==> src/rtl/core/vcs_pkg.sv <==
package vcs_pkg;

    localparam int unsigned ALPHA_SIZE = 149;
    localparam int unsigned IDX_W      = 8;
    localparam int unsigned CP_IN_W    = 16;
    localparam int unsigned CP_OUT_W   = 11;
    localparam int unsigned ROM_DEPTH  = 8;
    localparam int unsigned ROM_IDX_W  = 3;

    // alphabet segments: punctuation/digits, upper Latin, lower Latin, Cyrillic
    localparam logic [CP_IN_W-1:0] SEG0_LO = 16'h0020;
    localparam logic [CP_IN_W-1:0] SEG0_HI = 16'h0040;
    localparam logic [CP_IN_W-1:0] SEG1_LO = 16'h0041;
    localparam logic [CP_IN_W-1:0] SEG1_HI = 16'h005A;
    localparam logic [CP_IN_W-1:0] SEG2_LO = 16'h0061;
    localparam logic [CP_IN_W-1:0] SEG2_HI = 16'h007A;
    localparam logic [CP_IN_W-1:0] SEG3_LO = 16'h0410;
    localparam logic [CP_IN_W-1:0] SEG3_HI = 16'h044F;

    localparam logic [IDX_W-1:0] SEG1_BASE = 8'd33;
    localparam logic [IDX_W-1:0] SEG2_BASE = 8'd59;
    localparam logic [IDX_W-1:0] SEG3_BASE = 8'd85;

    localparam logic [IDX_W-1:0] ALPHA_SIZE_IDX = IDX_W'(ALPHA_SIZE);

    localparam logic CMD_ENCODE = 1'b0;
    localparam logic CMD_DECODE = 1'b1;

    localparam logic KEY_MODE_FIELD   = 1'b0;
    localparam logic KEY_MODE_KEYWORD = 1'b1;

    // alphabet indices of the built-in keyword "Ad4\u0434qJ2\u044b"
    localparam logic [IDX_W-1:0] KEY_ROM [ROM_DEPTH] = '{
        8'd33, 8'd62, 8'd20, 8'd121, 8'd75, 8'd42, 8'd18, 8'd144
    };

    typedef struct packed {
        logic             ok;
        logic [IDX_W-1:0] idx;
    } t_sym_idx;

    typedef struct packed {
        logic                 mode;
        logic [IDX_W-1:0]     rom_idx;
    } t_key_sel;

    function automatic t_sym_idx cp_to_index(input logic [CP_IN_W-1:0] cp);
        t_sym_idx res;
        res = '0;
        if (cp >= SEG0_LO && cp <= SEG0_HI) begin
            res.ok  = 1'b1;
            res.idx = IDX_W'(cp - SEG0_LO);
        end else if (cp >= SEG1_LO && cp <= SEG1_HI) begin
            res.ok  = 1'b1;
            res.idx = SEG1_BASE + IDX_W'(cp - SEG1_LO);
        end else if (cp >= SEG2_LO && cp <= SEG2_HI) begin
            res.ok  = 1'b1;
            res.idx = SEG2_BASE + IDX_W'(cp - SEG2_LO);
        end else if (cp >= SEG3_LO && cp <= SEG3_HI) begin
            res.ok  = 1'b1;
            res.idx = SEG3_BASE + IDX_W'(cp - SEG3_LO);
        end
        return res;
    endfunction

    function automatic logic [CP_OUT_W-1:0] index_to_cp(input logic [IDX_W-1:0] idx);
        logic [CP_OUT_W-1:0] cp;
        if (idx < SEG1_BASE) begin
            cp = CP_OUT_W'(SEG0_LO) + CP_OUT_W'(idx);
        end else if (idx < SEG2_BASE) begin
            cp = CP_OUT_W'(SEG1_LO) + CP_OUT_W'(idx - SEG1_BASE);
        end else if (idx < SEG3_BASE) begin
            cp = CP_OUT_W'(SEG2_LO) + CP_OUT_W'(idx - SEG2_BASE);
        end else begin
            cp = CP_OUT_W'(SEG3_LO) + CP_OUT_W'(idx - SEG3_BASE);
        end
        return cp;
    endfunction

endpackage

==> src/rtl/core/vcs_keygen.sv <==
module vcs_keygen #(
    parameter int unsigned KEYWORD_LENGTH = 8
) (
    input  logic              i_clk,
    input  logic              i_rst_n,
    input  logic              i_cfg_we,
    input  logic              i_cfg_key_mode,
    input  logic              i_advance,
    input  logic              i_last,
    output vcs_pkg::t_key_sel o_key_sel
);

    localparam int unsigned POS_W = (KEYWORD_LENGTH > 1) ? $clog2(KEYWORD_LENGTH) : 1;
    localparam logic [POS_W-1:0] POS_MAX = POS_W'(KEYWORD_LENGTH - 1);

    logic             r_key_mode;
    logic [POS_W-1:0] r_pos;
    logic [POS_W-1:0] n_pos;
    logic [POS_W+vcs_pkg::ROM_IDX_W-1:0] pos_ext;

    always_ff @(posedge i_clk) begin
        if (!i_rst_n) begin
            r_key_mode <= vcs_pkg::KEY_MODE_KEYWORD;
        end else if (i_cfg_we) begin
            r_key_mode <= i_cfg_key_mode;
        end
    end

    always_comb begin
        n_pos = r_pos;
        if (i_advance) begin
            if (i_last || r_pos >= POS_MAX) begin
                n_pos = '0;
            end else begin
                n_pos = r_pos + POS_W'(1);
            end
        end
    end

    always_ff @(posedge i_clk) begin
        if (!i_rst_n) begin
            r_pos <= '0;
        end else begin
            r_pos <= n_pos;
        end
    end

    // ROM is addressed by the position modulo its depth
    assign pos_ext = {{vcs_pkg::ROM_IDX_W{1'b0}}, r_pos};

    assign o_key_sel.mode    = r_key_mode;
    assign o_key_sel.rom_idx = vcs_pkg::KEY_ROM[pos_ext[vcs_pkg::ROM_IDX_W-1:0]];

endmodule

==> src/rtl/core/vcs_cipher.sv <==
module vcs_cipher (
    input  logic                         i_command,
    input  logic [vcs_pkg::CP_IN_W-1:0]  i_data_char,
    input  logic [vcs_pkg::CP_IN_W-1:0]  i_key_char,
    input  vcs_pkg::t_key_sel            i_key_sel,
    output logic [vcs_pkg::CP_OUT_W-1:0] o_out_char,
    output logic                         o_error
);

    vcs_pkg::t_sym_idx       data_idx;
    vcs_pkg::t_sym_idx       key_idx;
    logic                    key_ok;
    logic [vcs_pkg::IDX_W-1:0] k;
    logic [vcs_pkg::IDX_W:0] sum;
    logic [vcs_pkg::IDX_W:0] diff;
    logic [vcs_pkg::IDX_W-1:0] r;

    always_comb begin
        data_idx = vcs_pkg::cp_to_index(i_data_char);
        key_idx  = vcs_pkg::cp_to_index(i_key_char);
        if (i_key_sel.mode == vcs_pkg::KEY_MODE_KEYWORD) begin
            key_ok = 1'b1;
            k      = i_key_sel.rom_idx;
        end else begin
            key_ok = key_idx.ok;
            k      = key_idx.idx;
        end

        // both operands are below 149, so one correction step is enough
        sum  = {1'b0, data_idx.idx} + {1'b0, k};
        diff = {1'b0, data_idx.idx} - {1'b0, k};
        if (i_command == vcs_pkg::CMD_DECODE) begin
            r = diff[vcs_pkg::IDX_W] ? diff[vcs_pkg::IDX_W-1:0] + vcs_pkg::ALPHA_SIZE_IDX
                                     : diff[vcs_pkg::IDX_W-1:0];
        end else begin
            r = (sum >= {1'b0, vcs_pkg::ALPHA_SIZE_IDX})
                ? vcs_pkg::IDX_W'(sum - {1'b0, vcs_pkg::ALPHA_SIZE_IDX})
                : sum[vcs_pkg::IDX_W-1:0];
        end

        o_error    = !(data_idx.ok && key_ok);
        o_out_char = o_error ? '0 : vcs_pkg::index_to_cp(r);
    end

endmodule

==> src/rtl/core/vigenere_cipher_149_symbol_top.sv <==
// Vigenere cipher over a 149-symbol alphabet (0x20-0x40, A-Z, a-z, Cyrillic
// 0x410-0x44F). One character per beat on s_axis, one result per beat on
// m_axis; throughput is one character per clock unless m_axis_tready stalls
// the output, through a two-register pipeline (input, then result register).
// The key comes from s_axis_tdata when key_mode is 0, or from the built-in
// 8-symbol keyword when key_mode is 1 (reset value); the keyword position
// steps on every accepted beat, wraps after KEYWORD_LENGTH beats and restarts
// after a beat with tlast set. A character or key outside the alphabet gives
// error = 1 and a zero character. Write key_mode only while the block is idle.
module vigenere_cipher_149_symbol_top #(
    parameter int unsigned KEYWORD_LENGTH = 8
) (
    input  logic        i_clk,
    input  logic        i_rst_n,

    input  logic        i_cfg_valid,
    output logic        o_cfg_ready,
    input  logic        i_cfg_data,      // key_mode

    input  logic        s_axis_tvalid,
    output logic        s_axis_tready,
    input  logic [31:0] s_axis_tdata,    // [15:0] data_char, [31:16] key_char
    input  logic        s_axis_tuser,    // [0] command
    input  logic        s_axis_tlast,    // last_in

    output logic        m_axis_tvalid,
    input  logic        m_axis_tready,
    output logic [15:0] m_axis_tdata,    // [10:0] out_char, [15:11] zero
    output logic        m_axis_tuser,    // [0] error
    output logic        m_axis_tlast     // last_out
);

    localparam int unsigned CPI = vcs_pkg::CP_IN_W;
    localparam int unsigned CPO = vcs_pkg::CP_OUT_W;

    vcs_pkg::t_key_sel key_sel;

    logic              r_in_valid;
    logic              r_in_cmd;
    logic [CPI-1:0]    r_in_data;
    logic [CPI-1:0]    r_in_key;
    logic              r_in_last;
    vcs_pkg::t_key_sel r_in_key_sel;

    logic              r_out_valid;
    logic [CPO-1:0]    r_out_char;
    logic              r_out_err;
    logic              r_out_last;

    logic              in_ready;
    logic              out_ready;
    logic              in_fire;
    logic [CPO-1:0]    res_char;
    logic              res_err;

    assign o_cfg_ready   = 1'b1;
    assign out_ready     = !r_out_valid || m_axis_tready;
    assign in_ready      = !r_in_valid || out_ready;
    assign s_axis_tready = in_ready;
    assign in_fire       = s_axis_tvalid && in_ready;

    vcs_keygen #(
        .KEYWORD_LENGTH (KEYWORD_LENGTH)
    ) u_keygen (
        .i_clk          (i_clk),
        .i_rst_n        (i_rst_n),
        .i_cfg_we       (i_cfg_valid),
        .i_cfg_key_mode (i_cfg_data),
        .i_advance      (in_fire),
        .i_last         (s_axis_tlast),
        .o_key_sel      (key_sel)
    );

    always_ff @(posedge i_clk) begin
        if (!i_rst_n) begin
            r_in_valid <= 1'b0;
        end else if (in_ready) begin
            r_in_valid <= s_axis_tvalid;
        end
    end

    always_ff @(posedge i_clk) begin
        if (in_fire) begin
            r_in_cmd     <= s_axis_tuser;
            r_in_data    <= s_axis_tdata[CPI-1:0];
            r_in_key     <= s_axis_tdata[2*CPI-1:CPI];
            r_in_last    <= s_axis_tlast;
            r_in_key_sel <= key_sel;
        end
    end

    vcs_cipher u_cipher (
        .i_command   (r_in_cmd),
        .i_data_char (r_in_data),
        .i_key_char  (r_in_key),
        .i_key_sel   (r_in_key_sel),
        .o_out_char  (res_char),
        .o_error     (res_err)
    );

    always_ff @(posedge i_clk) begin
        if (!i_rst_n) begin
            r_out_valid <= 1'b0;
        end else if (out_ready) begin
            r_out_valid <= r_in_valid;
        end
    end

    always_ff @(posedge i_clk) begin
        if (out_ready && r_in_valid) begin
            r_out_char <= res_char;
            r_out_err  <= res_err;
            r_out_last <= r_in_last;
        end
    end

    assign m_axis_tvalid = r_out_valid;
    assign m_axis_tdata  = {{(16-CPO){1'b0}}, r_out_char};
    assign m_axis_tuser  = r_out_err;
    assign m_axis_tlast  = r_out_last;

endmodule
==> config.mk <==
export PLATFORM = sky130hd
export DESIGN_NAME = vigenere_cipher_149_symbol_top
export DESIGN_NICKNAME = d
export VERILOG_FILES = /design/src/rtl/core/vcs_pkg.sv /design/src/rtl/core/vcs_keygen.sv /design/src/rtl/core/vcs_cipher.sv /design/src/rtl/core/vigenere_cipher_149_symbol_top.sv
export SDC_FILE = /design/constraint.sdc
export NUM_CORES = 1
export LEC_CHECK = 0
export ABC_AREA = 1
export BUFFER_PORTS_ARGS = -buffer_cell sky130_fd_sc_hd__buf_4
export CAP_MARGIN = 20
export CORE_ASPECT_RATIO = 0.75
export CORE_MARGIN = 3
export CORE_UTILIZATION = 40
export CTS_BUF_LIST = sky130_fd_sc_hd__clkbuf_16
export DETAILED_ROUTE_END_ITERATION = 16
export GPL_ROUTABILITY_DRIVEN = 0
export GPL_TIMING_DRIVEN = 0
export PLACE_DENSITY = 0.54
export SETUP_SLACK_MARGIN = 0.15
export SYNTH_ARGS = -nofsm -noshare
export SYNTH_HDL_FRONTEND = slang
export SYNTH_SLANG_ARGS = --single-unit
==> constraint.sdc <==
create_clock -name i_clk -period 12.5 [get_ports i_clk]
set_input_delay 0 -clock i_clk [delete_from_list [all_inputs] [get_ports i_clk]]
set_output_delay 0 -clock i_clk [all_outputs]
set_load 0.005 [all_outputs]
=== After elaboration in Yosys (flattened, before gate mapping) ===
Memories as Yosys holds them, arrays and structs flattened. A register that Yosys moved wholly into a read port is not among the register bits.
Index checks and enable logic that the tools add are counted.
W data, S select, Z words.

* Memory bits (read-only): 64
* Bits of input ports: 40
* Memories kept: 1
* Output and inout port bits: 21
* Register bits: 54
* Word-level logic and storage cells: 95

* $add $sub $neg: 26
* Mux-type cells: 17
* Bitwise operators: 1
* $lt $le $gt $ge: 21
* Reduce and logical (&&, ||, !) cells: 17

{| class="wikitable"
|+ Memory list
! memory !! depth !! bits a word !! read ports !! clocked after Yosys merged registers in !! wr ports !! RTL line !! RTL
|-
| (name not given) || 8 || 8 || 1 || 1 || 0 || vcs_keygen.sv:52 || <nowiki>assign o_key_sel.rom_idx = vcs_pkg::KEY_ROM[pos_ext[vcs_pkg::ROM_IDX_W-1:0]];</nowiki>
|}

{| class="wikitable"
|+ Operators by type and width
! cell !! number
|-
| $le A16 B7 Y1 const B || 6
|-
| $mux W9 || 8
|-
| $ge A16 B7 Y1 const B || 4
|-
| $mux W11 || 3
|-
| $add A6 B8 Y8 const A || 4
|-
| $ge A16 B11 Y1 const B || 2
|-
| $ge A16 B6 Y1 const B || 2
|-
| $le A16 B11 Y1 const B || 2
|-
| $mux W8 || 4
|-
| $sub A8 B7 Y8 const B || 4
|-
| $add A7 B11 Y11 const A || 2
|-
| $sub A8 B6 Y9 const B || 2
|-
| $add A7 B8 Y8 const A || 2
|-
| $lt A8 B6 Y1 const B || 2
|-
| $sub A8 B5 Y8 const B || 2
|-
| $sub A8 B6 Y8 const B || 2
|-
| $add A11 B11 Y11 const A || 1
|-
| $logic_and A1 B1 Y1 || 11
|-
| $add A6 B8 Y9 const A || 1
|-
| $add A8 B8 Y9 || 1
|-
| $ge A9 B8 Y1 const B || 1
|-
| $sub A8 B7 Y9 const B || 1
|-
| $sub A8 B8 Y9 || 1
|-
| $add A8 B8 Y8 const B || 1
|-
| 9 further kinds || 13
|}

=== Logic depth before layout (Yosys ltp) ===
* Depth after elaboration: 16
* Mapped depth: 46
* Mapped depth without buffers: 46

=== By module ===
From an unflattened synthesis, not the netlist that was laid out.

* Cell total of the unflattened synthesis: 866
* Area total of the unflattened synthesis: 6,307.3 sq um

{| class="wikitable"
|+ By module, submodules not included
! module !! cells each !! instances !! area each (sq um)
|-
| vcs_cipher || 742 || 1 || 4,137.7
|-
| vigenere_cipher_149_symbol_top || 77 || 1 || 1,829.3
|-
| vcs_keygen || 47 || 1 || 340.3
|}

=== Worst setup path before layout ===
No wires, ideal clock.

* Path kind: register -> register
* Start: register r_in_key[5]
* End: register r_out_char[8], data pin
* Data arrival time: 4,925 ps
* Setup slack: 7,319 ps
* Clock period less this slack: 5,181 ps
* Cell stages (with the launch flop): 41
* Cell sequence: edfxtp_1 > clkbuf_1 > inv_1 > ha_1 > nand3_1 > inv_1 > nand4_1 > nand2_1 > o21ai_0 > nand2_1 > clkinv_1 > a31oi_1 > o221ai_1 > o21ai_0 > inv_1 > ha_1 > inv_2 > nand3_1 > [5 not listed] > nand2_4 > o211ai_1 > o21a_1 > inv_1 > ha_1 > inv_1 > nand2_1 > inv_1 > o21ai_0 > inv_1 > ha_1 > inv_1 > nor2_2 > nand2_1 > nand2_1 > nand3_1 > nand3_1 > a21oi_1

* Longest elaborated chain between the ends: 16
* Elaborated cells on any way between the ends: 47

{| class="wikitable"
|+ Ends and longest elaborated chain
! item !! RTL line !! RTL
|-
| from (decl) || vigenere_cipher_149_symbol_top.sv:41 || <nowiki>logic [CPI-1:0] r_in_key;</nowiki>
|-
| from (signal assigned) || vigenere_cipher_149_symbol_top.sv:86 || <nowiki>r_in_key <= s_axis_tdata[2*CPI-1:CPI];</nowiki>
|-
| $sub A8 B5 Y8 (tied with other cells) || vcs_pkg.sv:61 || <nowiki>res.idx = SEG3_BASE + IDX_W'(cp - SEG3_LO);</nowiki>
|-
| $add A7 B8 Y8 / $logic_and A1 B1 Y1 (equally long branches) || vcs_pkg.sv:61, vcs_pkg.sv:59 ||
|-
| $mux W9 || vcs_pkg.sv:59 || <nowiki>end else if (cp >= SEG3_LO && cp <= SEG3_HI) begin</nowiki>
|-
| $mux W9 || vcs_pkg.sv:56 || <nowiki>end else if (cp >= SEG2_LO && cp <= SEG2_HI) begin</nowiki>
|-
| $mux W9 || vcs_pkg.sv:53 || <nowiki>end else if (cp >= SEG1_LO && cp <= SEG1_HI) begin</nowiki>
|-
| $mux W9 (*) || vcs_pkg.sv:50 || <nowiki>if (cp >= SEG0_LO && cp <= SEG0_HI) begin</nowiki>
|-
| $mux W8 || vcs_cipher.sv:21 || <nowiki>if (i_key_sel.mode == vcs_pkg::KEY_MODE_KEYWORD) begin</nowiki>
|-
| $add A8 B8 Y9 / $sub A8 B8 Y9 (equally long branches) || vcs_cipher.sv:30, vcs_cipher.sv:31 ||
|-
| $sub A8 B8 Y8 (tied with other cells) || vcs_cipher.sv:37 || <nowiki>? vcs_pkg::IDX_W'(sum - {1'b0, vcs_pkg::ALPHA_SIZE_IDX})</nowiki>
|-
| $mux W8 (on tied branches) || vcs_cipher.sv:37, vcs_cipher.sv:33 ||
|-
| $mux W8 || vcs_cipher.sv:32 || <nowiki>if (i_command == vcs_pkg::CMD_DECODE) begin</nowiki>
|-
| $sub A8 B7 Y9 / $sub A8 B6 Y9 (equally long branches) || vcs_pkg.sv:75, vcs_pkg.sv:73 ||
|-
| $add A11 B11 Y11 / $add A7 B11 Y11 (equally long branches) || vcs_pkg.sv:75, vcs_pkg.sv:73 ||
|-
| $mux W11 || vcs_pkg.sv:72 || <nowiki>end else if (idx < SEG3_BASE) begin</nowiki>
|-
| $mux W11 || vcs_pkg.sv:70 || <nowiki>end else if (idx < SEG2_BASE) begin</nowiki>
|-
| $mux W11 || vcs_pkg.sv:68 || <nowiki>if (idx < SEG1_BASE) begin</nowiki>
|-
| to (signal assigned) || vigenere_cipher_149_symbol_top.sv:111 || <nowiki>r_out_char <= res_char;</nowiki>
|-
| to (decl) || vigenere_cipher_149_symbol_top.sv:46 || <nowiki>logic [CPO-1:0] r_out_char;</nowiki>
|}

Every way passes the cells marked *; elsewhere a longest branch is shown, timed or not.
A chain may end at the register's enable or synchronous reset.

=== Final worst setup path ===
* Start: register r_in_data[1]
* End: register r_out_char[6], data pin

* Longest elaborated chain between the ends: 15
* Elaborated cells on any way between the ends: 45

{| class="wikitable"
|+ Ends and longest elaborated chain
! item !! RTL line !! RTL
|-
| from (decl) || vigenere_cipher_149_symbol_top.sv:40 || <nowiki>logic [CPI-1:0] r_in_data;</nowiki>
|-
| from (signal assigned) || vigenere_cipher_149_symbol_top.sv:85 || <nowiki>r_in_data <= s_axis_tdata[CPI-1:0];</nowiki>
|-
| $sub A8 B5 Y8 (tied with other cells) || vcs_pkg.sv:61 ||
|-
| $add A7 B8 Y8 / $logic_and A1 B1 Y1 (equally long branches) || vcs_pkg.sv:61, vcs_pkg.sv:59 ||
|-
| $mux W9 || vcs_pkg.sv:59 ||
|-
| $mux W9 || vcs_pkg.sv:56 ||
|-
| $mux W9 || vcs_pkg.sv:53 ||
|-
| $mux W9 (*) || vcs_pkg.sv:50 ||
|-
| $add A8 B8 Y9 / $sub A8 B8 Y9 (equally long branches) || vcs_cipher.sv:30, vcs_cipher.sv:31 ||
|-
| $sub A8 B8 Y8 (tied with other cells) || vcs_cipher.sv:37 ||
|-
| $mux W8 (on tied branches) || vcs_cipher.sv:37, vcs_cipher.sv:33 ||
|-
| $mux W8 || vcs_cipher.sv:32 ||
|-
| $sub A8 B7 Y9 / $sub A8 B6 Y9 (equally long branches) || vcs_pkg.sv:75, vcs_pkg.sv:73 ||
|-
| $add A11 B11 Y11 / $add A7 B11 Y11 (equally long branches) || vcs_pkg.sv:75, vcs_pkg.sv:73 ||
|-
| $mux W11 || vcs_pkg.sv:72 ||
|-
| $mux W11 || vcs_pkg.sv:70 ||
|-
| $mux W11 || vcs_pkg.sv:68 ||
|}

Marked as above.

==> flow_summary.json <==
{
  "outcome": "finished, final reports clean",
  "cts_tree": "built",
  "post-dp-hpwl_um": 13100,
  "cts.root.buffer_cell": "sky130_fd_sc_hd__clkbuf_16",
  "hp-class": "in2reg",
  "yosys_most_used_dff": "sky130_fd_sc_hd__edfxtp_1",
  "yosysSeqAreaShare_pct": 29.3,
  "final_routed_wire_length_divided_by_cell_count_um": 14.2,
  "peak_freq_mhz": 153,
  "clock_network_latency_to_the_later_pin_of_the_worst_skew_pair_ps": 340,
  "drt_iter0_drc": 561,
  "critPathMostFrequentCell": "sky130_fd_sc_hd__nand2_1",
  "power.share.combinational_pct": 37.1,
  "grt_start_max_net_pins": 26,
  "num_vias": 5894,
  "dr.pass1.iters": 6,
  "chipHeight_um": 113,
  "postRouteWirelength_um": 16500,
  "cts_buffer_depth": 2,
  "critPathArrivalTime_ps": 6610,
  "swShare_pct": 37.6,
  "fin_worst_skew_ps": 11.3,
  "cts_repair_resize_count": 0,
  "cell_with_the_largest_stage_delay_on_the_worst_path": "sky130_fd_sc_hd__edfxtp_1",
  "coreArea_um2": 14700,
  "cts.sinks": 62,
  "synth.ff_latch_count": 62,
  "worstSetupStartpointType": "flip-flop",
  "areaGrowthSynthToFinish_pct": 22.6,
  "ios": 61,
  "cp.required_ps": 12570,
  "crit_path_max_cell_delay_ps": 480,
  "setup_tns_ps": 0,
  "setup_viol": 0,
  "detail-route-antenna-nets": 0,
  "async_reset_ff_share_pct": 0,
  "slew_headroom_pct": 63.0,
  "timing.critical_path.fanout_max": 10,
  "placed_cells_incl_taps": 1110,
  "fin_crit_ps": 6540,
  "grt_first_pass_wirelength_um": 27000,
  "power_leakage_uw": 0.00365,
  "routed_via_density": 5.06,
  "report.final.hold_viol_count": 0,
  "critPathCaptureType": "flip-flop",
  "synthesis.yosys.warnings": 0,
  "share_seq_of_total_power_pct": 30.8,
  "path_class": "reg2reg",
  "numPortBuffers": 54,
  "yosys.cell_types.count": 55,
  "cts_inserted_buffers": 9,
  "num_antenna_cells": 0,
  "grt_usage_pct": 20.0,
  "p_per_area_nw_per_um2": 107,
  "layout.cells.most_common_list": "sky130_fd_sc_hd__nand2_1, sky130_fd_sc_hd__inv_1, sky130_fd_sc_hd__nand3_1",
  "layout.nets": 1059,
  "utilization_pct": 51.1,
  "internal_power_uw": 501,
  "floorplan.initialDensity_pct": 41.7,
  "synth_area_um2": 6150,
  "total_switching_power_uw": 302,
  "grt_pass1_vias": 5466,
  "hold_ws_ps": 50.1,
  "route.detailed.drc": 0,
  "cap_violations": 0,
  "vdd.ir_drop.worst_v": 0.0000944,
  "layout_commonest_cell": "sky130_fd_sc_hd__nand2_1",
  "synth_edf_count": 56,
  "chipWidth_um": 149,
  "finalNonFillerCells": 1164,
  "rsz_0062_raised_after_global_routing": "false",
  "globalRoute.totalOverflow": 0,
  "pwr-share-clk_pct": 32.2,
  "cts.reportedPaths.clkPinSlew_ps": 60,
  "die-area_um2": 16900,
  "fraction_of_layout_instances_using_a_drive_strength_above_1_pct": 15.6,
  "cts_max_level": 3,
  "netlist_instances": 850,
  "syn_avg_cell_area_um2": 7.23,
  "worst_pin_slew_ps": 550,
  "finalMaxSlewViolations": 0,
  "number_of_antenna_violations_at_the_first_check_in_global_routing": 0,
  "final_min_period_over_clock_period_pct": 52.3,
  "row_count": 38
}
[worst paths after layout]
check | startpoint | end | slack (ps) | depth (start not counted)
setup / recovery | r_in_data[1] | r_out_char[6] | 5960 | 33
hold / removal | s_axis_tvalid | r_in_valid | 50 | 3
setup reg to reg | r_in_data[1] | r_out_char[6] | 5960 | 33
hold reg to reg | r_in_last | m_axis_tlast | 420 | 0
[layer usage]
layer	global-route usage [%]	vias up	share of wire, %
met5	0	-	0
met4	4.27	0	1.1
met3	4.96	15	8.1
met2	27.2	193	38
met1	31.4	2670	52
li1	-	3016	-
[power by group through the flow]
| stage | sequential [uW] | clock, uW | combinational [uW] |
|---|---|---|---|
| floorplan | 248 | 0 | 211 |
| CTS | 247 | 265 | 293 |
| global placement | 251 | 0 | 276 |
| detailed placement | 251 | 0 | 282 |
| global route | 248 | 272 | 335 |
| finish | 247 | 258 | 298 |
[synthesized netlist by cell type, types with 4 or more instances]
| cell | n | share of area [%] |
|---|---|---|
| sky130_fd_sc_hd__a21oi_1 | 43 | 3.5 |
| sky130_fd_sc_hd__a31oi_1 | 5 | 0.51 |
| sky130_fd_sc_hd__buf_4 | 6 | 0.73 |
| sky130_fd_sc_hd__clkbuf_1 | 7 | 0.43 |
| sky130_fd_sc_hd__dfxtp_1 | 6 | 2.0 |
| sky130_fd_sc_hd__edfxtp_1 | 56 | 27 |
| sky130_fd_sc_hd__ha_1 | 60 | 12 |
| sky130_fd_sc_hd__inv_1 | 114 | 7.0 |
| sky130_fd_sc_hd__inv_2 | 16 | 0.98 |
| sky130_fd_sc_hd__nand2_1 | 204 | 12 |
| sky130_fd_sc_hd__nand2_2 | 19 | 1.9 |
| sky130_fd_sc_hd__nand2_4 | 7 | 1.3 |
| sky130_fd_sc_hd__nand3_1 | 73 | 5.9 |
| sky130_fd_sc_hd__nand3_2 | 4 | 0.65 |
| sky130_fd_sc_hd__nand4_1 | 10 | 1.0 |
| sky130_fd_sc_hd__nor2_1 | 67 | 4.1 |
| sky130_fd_sc_hd__nor2_2 | 6 | 0.61 |
| sky130_fd_sc_hd__o211ai_1 | 12 | 1.5 |
| sky130_fd_sc_hd__o21ai_0 | 39 | 3.2 |
| sky130_fd_sc_hd__o21ai_1 | 10 | 0.81 |
| sky130_fd_sc_hd__xnor2_1 | 4 | 0.57 |
| sky130_fd_sc_hd__xor2_1 | 18 | 2.6 |
[worst max-delay path: cells and delay by family (launching register included)]
| family | cells | cell delay [ps] |
|---|---|---|
| fa+ha+maj | 4 | 1000 |
| flops | 1 | 480 |
| simple gates | 14 | 1450 |
| xor+xnor | 1 | 430 |
| buf+inv | 6 | 960 |
| compound gates | 8 | 1950 |
[metrics by stage]
| step | power, uW | cell area (um2) | setup slack, ps |
|---|---|---|---|
| 5_1_grt | 855 | 7540 | 5310 |
| 3_5_place_dp | 533 | 6850 | 6130 |
| 3_3_place_gp | 527 | 6820 | 6060 |
| 4_1_cts | 805 | 7540 | 6070 |
| 2_1_floorplan | 459 | 6160 | 7320 |
| 6_report | 803 | 7540 | 5960 |
[cell families (layout without fill, tap and decap cells)]
kind of cell,after synthesis,in the layout,share of synthesized area [%]
AOI/OAI and AO/OA,142,142,14.1
xor gates and xnor gates,24,24,3.85
adders and majority gates,60,60,12.2
buffers and inverters,152,262,10.1
DFF,62,62,29.3
other,2,6,0.122
and+or+nand+nor,408,408,30.2
[sequential cells by signal, indices dropped and copies added, names as in the netlist, 3 cells and up]
name	flops
r_in_data	16
r_in_key_sel	9
r_in_key	16
r_out_char	11
u_keygen.r_pos	3
[area by class of cell]
class	instances	area, um2
clock inverter	7	80.1
sequential	62	1800
clock buffer	9	225
timing repair buffer	94	821
fill	1430	7200
multi-input combinational	640	3740
inverter	135	512
tap	200	250
buffer	17	110
[timing repair]
item                      4_1_cts  5_1_grt
hold buffers                   38        0
hold endpoints to repair       39        0
setup buffers                   0        0
No activity file was read; power rests on OpenSTA's default activity.
